`config.mk`:
```
export PLATFORM = sky130hd
export DESIGN_NAME = delimited_decimal_field_parser_unit
export DESIGN_NICKNAME = d
export VERILOG_FILES = /design/src/sv/dfp_pkg.sv /design/src/sv/dfp_fifo.sv /design/src/sv/dfp_front.sv /design/src/sv/dfp_back.sv /design/src/sv/delimited_decimal_field_parser_unit.sv
export SDC_FILE = /design/constraint.sdc
export NUM_CORES = 1
export LEC_CHECK = 0
export ABC_AREA = 1
export BUFFER_PORTS_ARGS = -buffer_cell sky130_fd_sc_hd__buf_2
export CORE_MARGIN = 10
export CORE_UTILIZATION = 55
export CTS_CLUSTER_SIZE = 28
export DETAILED_ROUTE_END_ITERATION = 10
export PLACE_DENSITY = 0.76
export SYNTH_ARGS = -nofsm -noshare
export SYNTH_HDL_FRONTEND = slang
export SYNTH_HIERARCHICAL = 1
export SYNTH_SLANG_ARGS = --single-unit
```
`constraint.sdc`:
```
create_clock -name clk -period 4.2 [get_ports clk]
set_clock_uncertainty 0.1 [all_clocks]
set_input_delay 1.05 -clock clk [delete_from_list [all_inputs] [get_ports clk]]
set_output_delay 1.05 -clock clk [all_outputs]
set_load 0.01 [all_outputs]
```
`src/sv/dfp_pkg.sv`:
```
// Shared types and constants of the delimited decimal field parser.
`default_nettype none

package dfp_pkg;

	// Character codes with a fixed meaning.
	localparam logic [7:0] CHAR_MINUS = 8'd45;
	localparam logic [7:0] CHAR_ZERO_DIGIT = 8'd48;
	localparam logic [7:0] CHAR_NUL = 8'd0;

	// Reset values of the configuration registers.
	localparam logic [7:0] DELIM_RESET = 8'd44;
	localparam logic [7:0] END_RESET = 8'd10;

	// Register indexes on the configuration port.
	localparam logic REG_DELIM = 1'b0;
	localparam logic REG_END = 1'b1;

	// Class that the front end gives to each character.
	typedef enum logic [1:0] {
		KIND_END,
		KIND_NUL,
		KIND_DELIM,
		KIND_CHAR
	} dfp_kind_t;

	// A classified character on its way to the back end.
	typedef struct packed {
		dfp_kind_t  kind;
		logic [7:0] ch;
	} dfp_item_t;

	// Configuration register contents.
	typedef struct packed {
		logic [7:0] delim;
		logic [7:0] endc;
	} dfp_cfg_t;

	// One emitted field.
	typedef struct packed {
		logic signed [31:0] value;
		logic [7:0]         index;
		logic               last;
		logic               overflow;
	} dfp_result_t;

endpackage

`default_nettype wire

```
`src/sv/dfp_fifo.sv`:
```
// Small register-based first-in first-out queue.
`default_nettype none

module dfp_fifo #(
	parameter int WIDTH = 8,
	parameter int DEPTH = 2
) (
	input  logic             clk,
	input  logic             arst_n,
	input  logic             push,
	input  logic [WIDTH-1:0] wdata,
	output logic             full,
	input  logic             pop,
	output logic [WIDTH-1:0] rdata,
	output logic             empty
);

	localparam int PW = (DEPTH > 1) ? $clog2(DEPTH) : 1;
	localparam int CW = $clog2(DEPTH + 1);

	logic [WIDTH-1:0] mem_q [DEPTH];
	logic [PW-1:0]    wr_ptr_q;
	logic [PW-1:0]    rd_ptr_q;
	logic [CW-1:0]    count_q;
	logic             do_push;
	logic             do_pop;

	assign full    = (count_q == CW'(DEPTH));
	assign empty   = (count_q == '0);
	assign do_push = push && !full;
	assign do_pop  = pop && !empty;
	assign rdata   = mem_q[rd_ptr_q];

	// Pointers and fill count.
	always_ff @(posedge clk or negedge arst_n) begin
		if (!arst_n) begin
			wr_ptr_q <= '0;
			rd_ptr_q <= '0;
			count_q  <= '0;
		end else begin
			if (do_push) begin
				wr_ptr_q <= (wr_ptr_q == PW'(DEPTH - 1)) ? '0 : wr_ptr_q + 1'b1;
			end
			if (do_pop) begin
				rd_ptr_q <= (rd_ptr_q == PW'(DEPTH - 1)) ? '0 : rd_ptr_q + 1'b1;
			end
			if (do_push && !do_pop) begin
				count_q <= count_q + 1'b1;
			end else if (do_pop && !do_push) begin
				count_q <= count_q - 1'b1;
			end
		end
	end

	// Entry storage needs no reset.
	always_ff @(posedge clk) begin
		if (do_push) begin
			mem_q[wr_ptr_q] <= wdata;
		end
	end

endmodule

`default_nettype wire

```
`src/sv/dfp_front.sv`:
```
// Front end: accepts characters, classifies them and queues them for the back end.
`default_nettype none

module dfp_front (
	input  logic                clk,
	input  logic                arst_n,
	input  logic                push,
	input  logic [7:0]          rx_char,
	output logic                full,
	input  dfp_pkg::dfp_cfg_t   cfg,
	output logic                item_valid,
	input  logic                item_pop,
	output dfp_pkg::dfp_item_t  item
);

	import dfp_pkg::*;

	dfp_item_t item_in;
	logic      item_empty;

	// The end character wins over everything, a zero byte over the delimiter.
	always_comb begin
		item_in.ch = rx_char;
		priority if (rx_char == cfg.endc) begin
			item_in.kind = KIND_END;
		end else if (rx_char == CHAR_NUL) begin
			item_in.kind = KIND_NUL;
		end else if (rx_char == cfg.delim) begin
			item_in.kind = KIND_DELIM;
		end else begin
			item_in.kind = KIND_CHAR;
		end
	end

	// Queue between front and back end.
	dfp_fifo #(
		.WIDTH($bits(dfp_item_t)),
		.DEPTH(2)
	) u_item_fifo (
		.clk    (clk),
		.arst_n (arst_n),
		.push   (push),
		.wdata  (item_in),
		.full   (full),
		.pop    (item_pop),
		.rdata  (item),
		.empty  (item_empty)
	);

	assign item_valid = !item_empty;

endmodule

`default_nettype wire

```
`src/sv/dfp_back.sv`:
```
// Back end: accumulates field values and queues the emitted fields.
`default_nettype none

module dfp_back #(
	parameter int MAX_FIELDS = 256
) (
	input  logic                 clk,
	input  logic                 arst_n,
	input  logic                 item_valid,
	input  dfp_pkg::dfp_item_t   item,
	output logic                 item_pop,
	input  logic                 pop,
	output logic                 empty,
	output dfp_pkg::dfp_result_t result
);

	import dfp_pkg::*;

	localparam int INDEX_LIMIT = (MAX_FIELDS - 1 > 255) ? 255 : MAX_FIELDS - 1;

	logic [31:0] acc_q;
	logic        neg_q;
	logic        start_q;
	logic [7:0]  index_q;
	logic        ovf_q;
	logic        stopped_q;

	logic        res_full;
	logic        take;
	logic        emit;
	logic        emit_last;
	logic [31:0] acc_next;
	dfp_result_t res_in;

	// An item is taken whenever the result queue has room.
	assign take     = item_valid && !res_full;
	assign item_pop = take;

	// Fields are emitted by the end character, and by a delimiter on a live line.
	always_comb begin
		emit      = 1'b0;
		emit_last = 1'b0;
		if (take) begin
			if (item.kind == KIND_END) begin
				emit      = 1'b1;
				emit_last = 1'b1;
			end else if (!stopped_q && item.kind == KIND_DELIM) begin
				emit = 1'b1;
			end
		end
	end

	// Value times ten plus the character code less the code of zero, wrapping.
	assign acc_next = {acc_q[28:0], 3'b000} + {acc_q[30:0], 1'b0}
		+ {24'd0, item.ch} - {24'd0, CHAR_ZERO_DIGIT};

	assign res_in.value    = neg_q ? 32'(-acc_q) : acc_q;
	assign res_in.index    = index_q;
	assign res_in.last     = emit_last;
	assign res_in.overflow = ovf_q;

	// Parser state.
	always_ff @(posedge clk or negedge arst_n) begin
		if (!arst_n) begin
			acc_q     <= '0;
			neg_q     <= 1'b0;
			start_q   <= 1'b1;
			index_q   <= '0;
			ovf_q     <= 1'b0;
			stopped_q <= 1'b0;
		end else if (take) begin
			if (item.kind == KIND_END) begin
				acc_q     <= '0;
				neg_q     <= 1'b0;
				start_q   <= 1'b1;
				index_q   <= '0;
				ovf_q     <= 1'b0;
				stopped_q <= 1'b0;
			end else if (!stopped_q) begin
				unique case (item.kind)
					KIND_NUL: begin
						stopped_q <= 1'b1;
					end
					KIND_DELIM: begin
						acc_q   <= '0;
						neg_q   <= 1'b0;
						start_q <= 1'b1;
						if (index_q >= 8'(INDEX_LIMIT)) begin
							ovf_q <= 1'b1;
						end else begin
							index_q <= index_q + 1'b1;
						end
					end
					KIND_CHAR: begin
						start_q <= 1'b0;
						if (start_q && item.ch == CHAR_MINUS) begin
							neg_q <= 1'b1;
						end else begin
							acc_q <= acc_next;
						end
					end
					default: begin
						stopped_q <= stopped_q;
					end
				endcase
			end
		end
	end

	// Output queue decouples the result side.
	dfp_fifo #(
		.WIDTH($bits(dfp_result_t)),
		.DEPTH(2)
	) u_res_fifo (
		.clk    (clk),
		.arst_n (arst_n),
		.push   (emit),
		.wdata  (res_in),
		.full   (res_full),
		.pop    (pop),
		.rdata  (result),
		.empty  (empty)
	);

endmodule

`default_nettype wire

```
`src/sv/delimited_decimal_field_parser_unit.sv`:
```
// Top level of the delimited decimal field parser with its configuration registers.
//
//  Channel     Direction  Transfer when
//  ----------  ---------  ------------------------------------------
//  rx_char     in         push && !full
//  field_*     out        pop && !empty
//  config      in         psel && penable && pwrite (pready tied high)
//
// One character per cycle is sustained when neither queue is backed up; a
// field is written into the result queue when the delimiter or end character
// that closes it is taken from the character queue.
// Each side has a two-entry queue, so push and pop stall independently.
// Reset clears the parser state and sets delimiter 44 and end character 10.
`default_nettype none

module delimited_decimal_field_parser_unit #(
	parameter int MAX_FIELDS = 256
) (
	input  logic               clk,
	input  logic               arst_n,
	input  logic               push,
	output logic               full,
	input  logic [7:0]         rx_char,
	output logic               empty,
	input  logic               pop,
	output logic signed [31:0] field_value,
	output logic [7:0]         field_index,
	output logic               last_field,
	output logic               too_many_fields,
	input  logic               psel,
	input  logic               penable,
	input  logic               pwrite,
	input  logic [2:0]         paddr,
	input  logic [31:0]        pwdata,
	output logic [31:0]        prdata,
	output logic               pready
);

	import dfp_pkg::*;

	dfp_cfg_t    cfg_q;
	dfp_item_t   item;
	logic        item_valid;
	logic        item_pop;
	dfp_result_t result;
	logic        cfg_wr;

	// Configuration registers.
	assign pready = 1'b1;
	assign cfg_wr = psel && penable && pwrite && pready;

	always_ff @(posedge clk or negedge arst_n) begin
		if (!arst_n) begin
			cfg_q.delim <= DELIM_RESET;
			cfg_q.endc  <= END_RESET;
		end else if (cfg_wr) begin
			unique case (paddr[2])
				REG_DELIM: cfg_q.delim <= pwdata[7:0];
				REG_END:   cfg_q.endc  <= pwdata[7:0];
				default:   cfg_q       <= cfg_q;
			endcase
		end
	end

	// Register read-back.
	always_comb begin
		unique case (paddr[2])
			REG_DELIM: prdata = {24'd0, cfg_q.delim};
			REG_END:   prdata = {24'd0, cfg_q.endc};
			default:   prdata = '0;
		endcase
	end

	dfp_front u_front (
		.clk        (clk),
		.arst_n     (arst_n),
		.push       (push),
		.rx_char    (rx_char),
		.full       (full),
		.cfg        (cfg_q),
		.item_valid (item_valid),
		.item_pop   (item_pop),
		.item       (item)
	);

	dfp_back #(
		.MAX_FIELDS(MAX_FIELDS)
	) u_back (
		.clk        (clk),
		.arst_n     (arst_n),
		.item_valid (item_valid),
		.item       (item),
		.item_pop   (item_pop),
		.pop        (pop),
		.empty      (empty),
		.result     (result)
	);

	assign field_value     = result.value;
	assign field_index     = result.index;
	assign last_field      = result.last;
	assign too_many_fields = result.overflow;

endmodule

`default_nettype wire

```
# == After elaboration in Yosys (flattened, before gate mapping) ==
# Memories as Yosys holds them, arrays and structs flattened.
# Cells that the tools add are included.
# op_classes
n_addsub,13
multipliers,0
div_mod_pow,0
n_lt_le_gt_ge,1
n_eq_ne,12
shift,0
mux,44
bitwise_logic,1
reduce_logical,38
# ops
cell,n
$mux W32,4
$pmux W32 S2,2
$add A32 B32 Y32,1
$add A32 B8 Y32,1
$mux W8,4
$neg A32 Y32,1
$sub A32 B6 Y32 const B,1
$mux W1,26
$eq A8 B8 Y1,2
$reduce_and A4 Y1,4
$logic_and A1 B1 Y1,13
$mux W2,6
$logic_not A1 Y1,9
$add A8 B1 Y8 const B,1
$eq A2 B2 Y1 const B,4
$eq A8 B6 Y1 const B,1
$ge A8 B8 Y1 const B,1
$logic_not A8 Y1,1
$reduce_bool A2 Y1,4
$logic_not A2 Y1,3
$add A1 B1 Y1 const B,4
$add A2 B1 Y2 const B,2
$pmux W1 S2,2
$reduce_and A2 Y1,2
other kinds (9),10
# totals
reg_bits,68
latchBits,0
mem_bits_rw,104
mem_bits_ro,0
inputBits,50
mem_count,2
# mem_list
name,words,width,rd,rd_clocked_by_memory_dff,write_ports,line_no,text
u_back.u_res_fifo.mem_q,2,42,1,0,1,dfp_fifo.sv:21,logic [WIDTH-1:0] mem_q [DEPTH];
u_front.u_item_fifo.mem_q,2,10,1,0,1,dfp_fifo.sv:21,

# == Depth between registers and ports, before layout ==
# Gate-level depths: netlist of run 1.
# An unclocked memory read counts as a cell.
# logic_depth
depth_word,11
depth_mapped,21

# == By module ==
# Netlist of run 1, hierarchy kept.
# modules_own_cells
module,instances,cells_per_inst,area_each_um2
dfp_back,1,956,5939.4
dfp_fifo at u_back.u_res_fifo,1,251,3294.4
dfp_fifo at u_front.u_item_fifo,1,84,957.2
delimited_decimal_field_parser_unit,1,125,955.9
dfp_front,1,76,326.6

# == Worst setup path after synthesis of run 1 ==
# No wires, ideal clock.
# synth_timing
kind,register to register
startpoint,register u_front.u_item_fifo.count_q[0]
endpoint,"memory u_back/u_res_fifo/mem_q[1][0] (netlist name), enable pin"
setup_time_ns,0.441
t_arrival_ns,3.026
setup_slack_ns,0.633
stages_incl_launch_ff,10
synth_period_minus_slack_ns,3.567
path_cell_list,dfrtp_1 > nor2_1 > inv_1 > inv_1 > or2_4 > a21oi_2 > nand2_1 > clkinv_2 > o21ai_1 > nor2_1
# synth_between
elab_chain_cells,7
# synth_rtl
element,line_no,text
"start, declared",dfp_fifo.sv:24,logic [CW-1:0] count_q;
"start signal, assigned",dfp_fifo.sv:48,count_q <= count_q + 1'b1;
"start signal, assigned",dfp_fifo.sv:50,count_q <= count_q - 1'b1;
$logic_not A2 Y1,dfp_fifo.sv:29,assign empty = (count_q == '0);
net u_front.item_empty,dfp_front.sv:19,logic item_empty;
$logic_not A1 Y1,dfp_front.sv:50,assign item_valid = !item_empty;
net item_valid,delimited_decimal_field_parser_unit.sv:43,logic item_valid;
$logic_and A1 B1 Y1,dfp_back.sv:36,assign take = item_valid && !res_full;
$mux W1,dfp_back.sv:43,if (take) begin
net u_back.emit,dfp_back.sv:30,logic emit;
$logic_and A1 B1 Y1,dfp_fifo.sv:30,assign do_push = push && !full;
$mux W1,dfp_fifo.sv:57,if (do_push) begin
$mux W1 (implied by the code),dfp_fifo.sv:58,mem_q[wr_ptr_q] <= wdata;
"end, declared",dfp_fifo.sv:21,
# The timed path passes the listed nets, and every way through them passes these cells.

==> flow_metrics.tcl, run 1 <==
set metrics [dict create \
    status "finished clean" \
    synth_top_area_share_pct 27.2 \
    drc 0 \
    endpoint_kind "flip-flop" \
    fillers 1744 \
    slew_viol_final 0 \
    syn_area_mm2 0.0115 \
    cts_max_path_buffers 2 \
    synthCells 1492 \
    viasPerCell 5.03 \
    synth_commonest_cells "nand2_1, inv_1, edfxtp_1" \
    fin_crit_sh_pct 86.2 \
    portBuffers 75 \
    worstPathArrival_ns 3.84 \
    io_pins 127 \
    cts_tree "yes" \
    hp-class "reg2reg" \
    synth.area.top_cells "edfxtp_1, nand2_1, dfrtp_1, ha_1, inv_1" \
    routedWlPerCell_um 13.7 \
    hold_buffers 0 \
    yosys_warnings 6 \
    ant_nets 0 \
    place_hpwl_um 19600 \
    clock_sinks 172 \
    crit_required_ns 4.42 \
    drive_above_1_share_pct 10.2 \
    post_cts_buffers 0 \
    grt_util_all_layers_pct 18.9 \
    diodes 0 \
    tns_ns 0 \
    rows 52 \
    cts_root_buffer "clkbuf_16" \
    grt_pass1_wl_um 41800 \
    post-route-util_pct 62.0 \
    async_flop_share_pct 39.5 \
    syn_area_per_cell_um2 7.69 \
    grt_pass1_vias 8768 \
    ys_seq_area_share_pct 42.1 \
    drv_cap 0 \
    grt_overflow 0 \
    num-nets-final 1711 \
    worst_slew_pin_slew_ns 0.855 \
    synth_top_cell_by_area "edfxtp_1" \
    crit_type "reg2reg" \
    max_slew_margin_pct 42.8 \
    clk_pin_slew_ns 0.07 \
    dieArea_mm2 0.0270 \
    wl_um 25400 \
    finalWeightedCongestion 0.924 \
    clk_latency_ns 0.43 \
    fp.coreArea_mm2 0.0204 \
    worstPathMaxFanout 11 \
    ys_types 49 \
    rsz0062_at_grt "no" \
    start_util_pct 56.3 \
    synth-seq-cells 172 \
    die_w_um 164 \
    first_pass_iters 5 \
    synth_most_common_cell "nand2_1" \
    min_period_ns 3.62 \
    via_count 9314 \
    syn_to_final_growth_pct 10.0 \
    fmax_ghz 0.276 \
    finalSetupViolations 0 \
    start_kind "flip-flop" \
    antenna_found_initial 0 \
    r2r_setup_slack_ns 0.58 \
    drt_first_iter_violations 670 \
    ctsResizeCount 0 \
    hold_viol 0 \
    grt_start_max_net_pins 44 \
    synth_edf_count 104 \
    ys.flop_type "edfxtp_1" \
    dieHeight_um 164 \
    cts_htree_levels 4 \
    cts_made_buffers 17 \
]
cell families (layout without fill, tap and decap cells):
family	after synthesis	count (layout)	share of synthesized area (%)
buffers and inverters	300	367	11.2
and+or+nand+nor	813	813	29.2
AOI/OAI and AO/OA	70	70	3.68
adders and majority gates	92	92	10.4
DFF	172	172	42.1
xor gates and xnor gates	43	43	3.28
other	2	25	0.0655
sequential cells by signal, summed over array words and instances, names as in the netlist:
signal                        count
cfg_q                            16
u_back/ovf_q                      1
u_front/u_item_fifo/mem_q        20
u_front/u_item_fifo/count_q       2
u_back/start_q                    1
u_front/u_item_fifo/wr_ptr_q      1
u_back/u_res_fifo/wr_ptr_q        1
u_front/u_item_fifo/rd_ptr_q      1
u_back/u_res_fifo/mem_q          84
u_back/acc_q                     32
u_back/u_res_fifo/count_q         2
u_back/index_q                    8
u_back/u_res_fifo/rd_ptr_q        1
u_back/stopped_q                  1
u_back/neg_q                      1
path summary, 6_finish.rpt:
kind / start / to / cells past startpoint
worst max register to register: u_front/u_item_fifo/rd_ptr_q$_DFFE_PN0P_ / u_back/acc_q[31]$_DFFE_PN0P_ / 20
worst min-delay path: u_back/start_q$_DFFE_PN1P_ / u_back/start_q$_DFFE_PN1P_ / 2
min in group asynchronous: arst_n / u_back/acc_q[23]$_DFFE_PN0P_ / 1
worst min register to register: u_back/start_q$_DFFE_PN1P_ / u_back/start_q$_DFFE_PN1P_ / 2
worst max-delay path: u_front/u_item_fifo/rd_ptr_q$_DFFE_PN0P_ / u_back/acc_q[31]$_DFFE_PN0P_ / 20
max in group asynchronous: arst_n / cfg_q[1]$_DFFE_PN1P_ / 2
routing by layer:
| metal | GRT usage, % | wire [µm] |
|---|---|---|
| met1 | 25.2 | 11400 |
| met2 | 31.5 | 12100 |
| met3 | 3.34 | 1670 |
| met4 | 4.59 | 245 |
| met5 | 0 | 0 |
stage by stage:
stage | setup WS (ns) | std cells | instance area [µm²] | hold WS (ns)
after global routing | 0.293 | 1852 | 12600 | 0.394
after CTS | 0.602 | 1852 | 12600 | 0.373
after floorplan | 0.633 | 1515 | 11600 | 0.343
after detailed placement | 0.623 | 1820 | 12000 | 0.356
final | 0.578 | 1852 | 12600 | 0.372
after global placement | 0.681 | 1820 | 12000 | 0.356
cell usage in the layout (no fill, tap or decap), types with 25 or more instances in the layout:
master	instances
conb_1	25
xor2_1	34
buf_2	75
nand3_1	85
nand2_1	581
edfxtp_1	104
dfrtp_1	62
nor2_1	95
ha_1	86
inv_1	241
worst max-delay path: stages, from the launching register on:
cell	delay, ns
dfrtp_1	0.38
inv_1	0.27
nand2_1	0.09
nand2_1	0.07
inv_1	0.07
fa_1	0.53
inv_1	0.04
ha_1	0.27
ha_1	0.22
inv_1	0.07
fa_1	0.40
inv_1	0.09
nand3_1	0.07
nand3_1	0.16
nand3_1	0.10
nand3_1	0.22
nand2_1	0.12
nand2_1	0.08
nand2_1	0.05
nand3_1	0.06
nand2_1	0.06
final cells by class:
class                   instances  area, µm²  area share [%]
clock buffers                  17        425            3.37
clock inverters                15        171            1.36
inverters                     253        953            7.55
multi-input cells            1043       5450            43.2
flip-flops and latches        172       4830            38.3
well taps                     270        338            2.68
repair buffers                 82        453            3.59
Power of run 1 is not shown: default switching activity piles up to over one toggle a cycle in this logic, so the estimate is an artifact.
==> inputs of run 2 (changes only) <==
--- a/config.mk
+++ b/config.mk
@@ -8,10 +8,10 @@
 export ABC_AREA = 1
 export BUFFER_PORTS_ARGS = -buffer_cell sky130_fd_sc_hd__buf_2
 export CORE_MARGIN = 10
-export CORE_UTILIZATION = 55
+export CORE_UTILIZATION = 60
 export CTS_CLUSTER_SIZE = 28
 export DETAILED_ROUTE_END_ITERATION = 10
-export PLACE_DENSITY = 0.76
+export PLACE_DENSITY = 0.81
 export SYNTH_ARGS = -nofsm -noshare
 export SYNTH_HDL_FRONTEND = slang
 export SYNTH_HIERARCHICAL = 1
==> flow_metrics.tcl, run 2 (synthesized netlist as in run 1, its figures left out) <==
set metrics [dict create \
    drv_cap 0 \
    grt_util_all_layers_pct 20.5 \
    routed-wl-met3_um 1620 \
    cts_tree "yes" \
    cts_root_buffer "clkbuf_16" \
    cts_made_buffers 17 \
    post-route-util_pct 66.8 \
    worstPathArrival_ns 4.01 \
    final_common_cell "nand2_1" \
    regMostFlops "u_back/u_res_fifo/mem_q" \
    wl_um 25700 \
    reg_top3 "u_back/u_res_fifo/mem_q: 84 flops, u_back/acc_q: 32 flops, u_front/u_item_fifo/mem_q: 20 flops" \
    portBuffers 75 \
    ant_nets 0 \
    clk_latency_ns 0.43 \
    place_hpwl_um 19400 \
    crit_type "reg2reg" \
    rsz0062_at_grt "no" \
    fin_crit_sh_pct 90.2 \
    fp.coreArea_mm2 0.0188 \
    syn_to_final_growth_pct 9.27 \
    worst_slew_pin_slew_ns 0.836 \
    worstPathMaxFanout 12 \
    drive_above_1_share_pct 10.1 \
    place_area_mm2 0.0119 \
    finalWeightedCongestion 0.958 \
    antenna_found_initial 0 \
    start_util_pct 61.1 \
    dieHeight_um 158 \
    grt_pass1_vias 8825 \
    fillers 1509 \
    viasPerCell 5.18 \
    clk_pin_slew_ns 0.07 \
    grt_pass1_wl_um 41300 \
    wl_met1_um 11200 \
    ctsResizeCount 0 \
    tns_ns 0 \
    start_kind "flip-flop" \
    min_period_ns 3.79 \
    cts_max_path_buffers 2 \
    crit_required_ns 4.42 \
    max_slew_margin_pct 44.0 \
    design_area_mm2 0.0125 \
    endpoint_kind "flip-flop" \
    via_count 9404 \
    hold_viol 0 \
    largest_reg_flops 84 \
    multi_input_area_mm2 0.00545 \
    finalSetupViolations 0 \
    cts_htree_levels 4 \
    wl_met2_um 12400 \
    first_pass_iters 5 \
    io_pins 127 \
    rows 50 \
    diodes 0 \
    hp-class "reg2reg" \
    num-nets-final 1710 \
    post_cts_buffers 0 \
    drt_first_iter_violations 740 \
    die_w_um 158 \
    final_cell_mix "nand2_1, inv_1, edfxtp_1" \
    fmax_ghz 0.264 \
    grt_start_max_net_pins 44 \
    regArea_mm2 0.00483 \
    slew_viol_final 0 \
    status "finished clean" \
    dieArea_mm2 0.0251 \
    hold_buffers 0 \
    clock_sinks 172 \
    highest_layer "met4" \
    drc 0 \
    routedWlPerCell_um 14.1 \
    grt_overflow 0 \
]
run 2: changes by cell type in the layout (fill, tap and decap cells not counted):
cell / before / now
buf_12: 2 / 0
buf_4: 5 / 6
bufinv_16: 1 / 0
clkbuf_16: 17 / 18
clkinv_1: 1 / 2
clkinv_4: 2 / 3
clkinv_8: 2 / 1
clkinvlp_4: 1 / 0
inv_4: 3 / 1
inv_8: 4 / 6
run 2: area by class of cell:
class                   count  share of cell area (%)
multi-input cells        1043                    43.5
clock buffers              18                    3.59
well taps                 234                    2.34
clock inverters            14                    1.12
inverters                 253                    7.60
repair buffers             81                    3.35
flip-flops and latches    172                    38.5
run 2: critical path, cell delays in order, from the launching register on:
cell,delay (ns)
dfrtp_1,0.52
inv_1,0.31
nand2_1,0.09
nand2_1,0.07
inv_1,0.07
fa_1,0.53
inv_1,0.04
ha_1,0.27
ha_1,0.23
inv_1,0.07
fa_1,0.39
inv_1,0.09
nand3_1,0.07
nand3_1,0.15
nand3_1,0.10
nand3_1,0.22
nand2_1,0.12
nand2_1,0.09
nand2_1,0.05
nand3_1,0.06
nand2_1,0.05
run 2: metal layers:
metal,vias up,global-route usage [%]
met2,263,34.5
met1,4332,26.8
li1,4774,-
met4,0,5.82
met3,35,3.13
met5,-,0
run 2: metrics by stage:
step	instances	setup WS (ns)	hold WS [ns]
4_1_cts	1815	0.436	0.379
6_report	1815	0.412	0.373
3_5_place_dp	1783	0.466	0.360
5_1_grt	1815	0.111	0.403
2_1_floorplan	1515	0.633	0.343
3_3_place_gp	1783	0.498	0.356
run 2: final timing paths:
| check | start | to | slack (ns) | cells after the start |
|---|---|---|---|---|
| max | u_front/u_item_fifo/rd_ptr_q$_DFFE_PN0P_ | u_back/acc_q[31]$_DFFE_PN0P_ | 0.41 | 20 |
| min | u_back/start_q$_DFFE_PN1P_ | u_back/start_q$_DFFE_PN1P_ | 0.37 | 2 |
| max reg2reg | u_front/u_item_fifo/rd_ptr_q$_DFFE_PN0P_ | u_back/acc_q[31]$_DFFE_PN0P_ | 0.41 | 20 |
| min reg2reg | u_back/start_q$_DFFE_PN1P_ | u_back/start_q$_DFFE_PN1P_ | 0.37 | 2 |
| max in group asynchronous | arst_n | cfg_q[1]$_DFFE_PN1P_ | 2.69 | 2 |
| min in group asynchronous | arst_n | u_back/acc_q[29]$_DFFE_PN0P_ | 0.49 | 1 |
Power of run 2 is left out for the same reason.
